`src/hw/rtl/esh_pkg.sv`:
```
package esh_pkg;

  localparam int GRID        = 90;
  localparam int CELL        = 9;
  localparam int MOD_PER_ROW = 10;

  localparam int CELLS  = GRID * GRID;
  localparam int ADDR_W = $clog2(CELLS);

  localparam int CNT_W      = 32;
  localparam int E_W        = 16;
  localparam int T_W        = 32;
  localparam int MOD_W      = 8;
  localparam int PIX_W      = 8;
  localparam int RD_W       = 7;
  localparam int COORD_W    = 8;
  localparam int POS_W      = 16;
  localparam int KIND_W     = 2;
  localparam int CFG_IDX_W  = 3;
  localparam int CFG_DATA_W = 32;

  // module / MOD_PER_ROW as multiply by rounded-up reciprocal
  localparam int DIV_SH  = 20;
  localparam int RECIP_W = 21;
  localparam logic [RECIP_W-1:0] DIV_RECIP =
    RECIP_W'(((1 << DIV_SH) + MOD_PER_ROW - 1) / MOD_PER_ROW);
  localparam int PROD_W = MOD_W + RECIP_W;

  localparam logic [CNT_W-1:0] SAT_COUNT = '1;

  typedef logic [KIND_W-1:0] kind_t;
  localparam kind_t KIND_COUNTED = 2'd0;
  localparam kind_t KIND_DROPPED = 2'd1;
  localparam kind_t KIND_READOUT = 2'd2;

  localparam logic OP_EVENT = 1'b0;
  localparam logic OP_READ  = 1'b1;

  typedef logic [CFG_IDX_W-1:0] cfg_idx_t;
  localparam cfg_idx_t REG_ENERGY_LOW   = 3'd0;
  localparam cfg_idx_t REG_ENERGY_HIGH  = 3'd1;
  localparam cfg_idx_t REG_TIME_LOW     = 3'd2;
  localparam cfg_idx_t REG_TIME_HIGH    = 3'd3;
  localparam cfg_idx_t REG_TIME_LOW_ON  = 3'd4;
  localparam cfg_idx_t REG_TIME_HIGH_ON = 3'd5;

  typedef struct packed {
    logic [E_W-1:0] energy_low;
    logic [E_W-1:0] energy_high;
    logic [T_W-1:0] time_low;
    logic [T_W-1:0] time_high;
    logic           time_low_on;
    logic           time_high_on;
  } cfg_regs_t;

endpackage

```
`src/hw/rtl/esh_cfg.sv`:
```
module esh_cfg (
  input  logic                             clk,
  input  logic                             rst_n,
  input  logic                             cfg_we,
  input  esh_pkg::cfg_idx_t                cfg_idx,
  input  logic [esh_pkg::CFG_DATA_W-1:0]   cfg_data,
  output esh_pkg::cfg_regs_t               regs_o
);
  import esh_pkg::*;

  cfg_regs_t regs_r;

  always_ff @(posedge clk) begin
    if (!rst_n) begin
      regs_r.energy_low   <= '0;
      regs_r.energy_high  <= '1;
      regs_r.time_low     <= '0;
      regs_r.time_high    <= '1;
      regs_r.time_low_on  <= 1'b0;
      regs_r.time_high_on <= 1'b0;
    end else if (cfg_we) begin
      unique case (cfg_idx)
        REG_ENERGY_LOW:   regs_r.energy_low   <= cfg_data[E_W-1:0];
        REG_ENERGY_HIGH:  regs_r.energy_high  <= cfg_data[E_W-1:0];
        REG_TIME_LOW:     regs_r.time_low     <= cfg_data[T_W-1:0];
        REG_TIME_HIGH:    regs_r.time_high    <= cfg_data[T_W-1:0];
        REG_TIME_LOW_ON:  regs_r.time_low_on  <= cfg_data[0];
        REG_TIME_HIGH_ON: regs_r.time_high_on <= cfg_data[0];
        default: ;
      endcase
    end
  end

  assign regs_o = regs_r;

endmodule

```
`config.mk`:
```
export PLATFORM = sky130hd
export DESIGN_NAME = esh_cfg
export DESIGN_NICKNAME = d
export VERILOG_FILES = /design/src/hw/rtl/esh_pkg.sv /design/src/hw/rtl/esh_cfg.sv
export SDC_FILE = /design/constraint.sdc
export NUM_CORES = 1
export LEC_CHECK = 0
export BUFFER_PORTS_ARGS = -buffer_cell sky130_fd_sc_hd__buf_2
export CORE_MARGIN = 8
export CORE_UTILIZATION = 50
export CTS_CLUSTER_DIAMETER = 200
export DETAILED_ROUTE_END_ITERATION = 12
export GPL_TIMING_DRIVEN = 1
export PLACE_DENSITY = 0.87
export SLEW_MARGIN = 0
export SYNTH_ARGS = -nofsm -noshare
export SYNTH_HDL_FRONTEND = slang
export SYNTH_SLANG_ARGS = --single-unit
```
`constraint.sdc`:
```
create_clock -name clk -period 1.4 [get_ports clk]
set_input_delay 0.14 -clock clk [delete_from_list [all_inputs] [get_ports clk]]
set_output_delay 0.14 -clock clk [all_outputs]
set_load 0.03 [all_outputs]
```
# Yosys cells after proc, flatten, opt, wreduce, memory -nomap -nowiden
# Index checks and enable logic that the tools add are counted.
# W data, S select, Z words.
[classes]
eq_ne = 5
reduce_logical = 7
[ops]
columns = ["op", "count"]
rows = [
  ["$reduce_and A2 Y1", 6],
  ["$eq A3 B2 Y1 const B", 2],
  ["$eq A3 B3 Y1 const B", 2],
  ["$eq A3 B1 Y1 const B", 1],
  ["$logic_not A3 Y1", 1],
]
[totals]
register_bits = 98
elab_cells = 18
in_bits = 38
out_inout_bits = 98

# Depth between registers and ports, before layout
[logic_depth]
depth_word = 2
ltp_mapped = 5

# Worst setup path before layout
# Ideal clock, no wire load.
[synth_path]
path_kind = "input to register"
startpoint = "input cfg_idx[1]"
endpoint = "register regs_r (netlist bit regs_o[82])"
slack_ns = 0.213
stages = 4
arrival_ns = 1.067
path_buffers = 2
t_required_ns = 1.280
path_cell_list = "or4b_1 buf_6 buf_12 mux2i_1"
[synth_between]
elab_chain_cells = 2
[synth_lines]
columns = ["item", "line", "text"]
rows = [
  ["start, declared", "esh_cfg.sv:5", "input esh_pkg::cfg_idx_t cfg_idx,"],
  ["$logic_not A3 Y1", "esh_cfg.sv:22", "unique case (cfg_idx)"],
  ["$reduce_and A2 Y1 (no line)", "-", ""],
  ["end, declared", "esh_cfg.sv:11", "cfg_regs_t regs_r;"],
]
# Every way passes these cells.
# A chain may end at the register's enable or synchronous reset.

# Worst setup path in the final report
[layout_path]
startpoint = "register regs_r (netlist bit regs_o[36])"
endpoint = "output regs_o[36] (netlist bit)"
[layout_rtl]
columns = ["item", "line", "text"]
rows = [
  ["end, declared", "esh_cfg.sv:7", "output esh_pkg::cfg_regs_t regs_o"],
]
# No word-level cell between the ends.

==> results.py <==
metrics = {
    "sta": {
        "final_max_slew_viol_count": 0,
        "period_minus_slack_ps": 1065,
        "max_slew_margin_pct": 77.45,
        "fmax_mhz": 939.0,
        "rsz0062_at_grt": "no",
        "setup_ws_ps": 335.0,
        "final_hold_viol_count": 0,
        "setup_viol": 0,
        "max_slew.worst_pin.slew_ps": 338.3,
        "timing.final.crit_share_pct": 76.07,
        "tns_ps": 0,
        "clock_skew_ps": 0,
    },
    "logic_synthesis": {
        "synthFlopType": "dfxtp_1",
        "synth-compound-area-share_pct": 0,
        "netlist_top_cells_count": "dfxtp_1 (98), mux2i_1 (98), nand2_1 (82)",
        "postSynthAreaPerCell_sq_um": 10.09,
        "synth_top_area_share_pct": 49.34,
        "muxShareOfSynthArea_pct": 24.67,
        "ys_async_sr_fraction_pct": 0,
        "synth-xor-area-share_pct": 0,
        "synth_seq_area_share_pct": 49.34,
        "synth.distinct_cells": 13,
        "synth_top_family_by_area": "multiplexers",
        "synthSimpleGateAreaFrac_pct": 22.03,
        "synth_warnings": 0,
        "synthAdderAreaFrac_pct": 0,
        "synth_fp_nets": 432,
        "synth_cells": 394,
        "syn-cell-area_sq_um": 3976,
        "synth_edf_count": 0,
        "synthTopCellsByArea": "dfxtp_1 (49%), mux2i_1 (25%), nor2b_1 (13%)",
        "synth_top_cell_by_area": "dfxtp_1",
        "ys_seq_elements": 98,
    },
    "critical_path": {
        "cp_cell_sequence": "buf_2",
        "rr_startpoint": "regs_o[36]",
        "cpPeakStageDelay_ps": 370,
        "start_kind": "flop",
        "critPathTopFamily": "flip-flops",
        "reg2reg_depth": 2,
        "end_kind": "output pin",
        "rr_endpoint": "regs_o[36]",
        "path_class": "flop to output pin",
        "worstPathArrival_ps": 920,
        "cp.required_ps": 1260,
        "slowest_stage": "dfxtp_1",
        "critPathBufInv": 1,
        "critical_path_depth": 1,
        "cp_max_fo": 2,
        "rrSetupSlack_ps": 750,
    },
    "outcome": {
        "outcome": "finished clean",
    },
    "flow_run": {
        "cap_violations": 0,
    },
    "cells_and_area": {
        "antenna_cells": 0,
        "area_delta_synth_final_pct": 24.89,
        "finalNetCount": 559,
        "largest_register_ffs": 98,
        "instances_no_fill": 626,
        "layout-drive-gt1-share_pct": 30.34,
        "final_core_util_pct": 64.26,
    },
    "clock_network": {
        "insertion_delay_ps": 330,
        "cts-root-buf": "clkbuf_8",
        "hold_buffers": 0,
        "numCtsBuffers": 9,
        "clk_pin_slew_ps": 90,
        "cts_setup_buffers": 0,
        "cts-resized-gates": 0,
        "cts_buffer_depth": 2,
        "h-tree-depth": 3,
        "clock_sinks": 98,
        "cts_tree": "built",
    },
    "route": {
        "num_vias": 3034,
        "vias_per_cell": 4.847,
        "ant_nets": 0,
        "drt_first_pass_iters": 4,
        "drc": 0,
        "wl_mm": 9.619,
        "drt-initial-drc-count": 50,
        "wl_per_cell_microns": 15.37,
    },
    "global_routing": {
        "grt_pass1_wl_mm": 15.86,
        "grt_start_max_net_pins": 100,
        "overflow": 0,
        "grtUsageTotal_pct": 17.12,
        "grt_pass1_vias": 3305,
        "antenna_found_initial": 0,
    },
    "floorplan": {
        "fp.dieH_microns": 105.2,
        "die_area_sq_um": 11060,
        "ioPinCount": 136,
        "die_width_microns": 105.2,
        "floorplan.initialDensity_pct": 51.46,
        "core-area_sq_um": 7727,
        "rows": 32,
    },
    "min_path": {
        "holdPathStages": 3,
        "hp-class": "primary input to flop",
        "min_from": "cfg_data[28]",
        "whs_endpoint": "regs_o[62]",
    },
    "placed_design": {
        "port_buffers": 135,
        "dp_hpwl_mm": 7.310,
        "dpl.cell_count": 612,
        "place_ws_ps": 76.97,
        "place.gp.congestion": 0.7220,
    },
    "power": {
        "p_per_area_nw_per_um2": 1037,
        "ir_drop_mv": 0.5295,
        "p_leak_nw": 2.194,
    },
}
[layout make-up]
| cell class | instances | area, sq um |
|---|---|---|
| fillers | 650 | 2761 |
| flip-flops and latches | 98 | 1962 |
| multi-input cells | 267 | 1887 |
| repair buffers | 145 | 815.8 |
| clock buffers | 11 | 131.4 |
| well taps | 102 | 127.6 |
| clock inverters | 3 | 42.54 |
[per-stage QoR]
step | hold slack, ps | cell area, sq um | power (mW)
2_1_floorplan | 282.2 | 3976 | 3.314
3_3_place_gp | 400.4 | 4792 | 3.505
3_5_place_dp | 412.4 | 4792 | 3.523
4_1_cts | 37.59 | 4966 | 5.210
5_1_grt | 40.09 | 4966 | 5.369
6_report | 48.81 | 4966 | 5.148
[metal layers]
layer  GRT usage [%]  routed length, microns
met2           29.64                    4628
met1           19.38                    4172
met4           4.995                     117
met3           6.020                     699
met5               0                       0
[where the power goes]
part,switching [mW],internal (mW),total (mW)
clock,0.886,0.807,1.69
combinational,0.352,0.223,0.575
sequential,0.0322,2.85,2.88
[cells by family (layout without fill, tap and decap cells)]
group,count (synthesis),in the layout
and+or+nand+nor,169,169
muxes,98,98
DFF,98,98
buffers and inverters,29,159
[worst max-delay path by stage]
stage,start,endpoint,slack (ps)
floorplan,cfg_idx[1],regs_o[82],210
global placement,cfg_idx[0],regs_o[82],100
detailed placement,cfg_idx[0],regs_o[88],80
CTS,regs_o[34],regs_o[34],320
global route,regs_o[84],regs_o[84],290
finish,regs_o[36],regs_o[36],340
[layout by cell type, fill, tap and decap left out, types with 2 or more instances in the layout]
cell type | synthesis | final
buf_4 | 5 | 6
clkbuf_1 | 17 | 2
buf_2 | 5 | 134
nor2b_1 | 80 | 80
dfxtp_1 | 98 | 98
buf_12 | 1 | 5
nor4bb_4 | 0 | 2
mux2i_1 | 98 | 98
nand2_1 | 82 | 82
clkbuf_8 | 0 | 9
nand4b_1 | 2 | 2
Power figures use the tool's default switching activity.
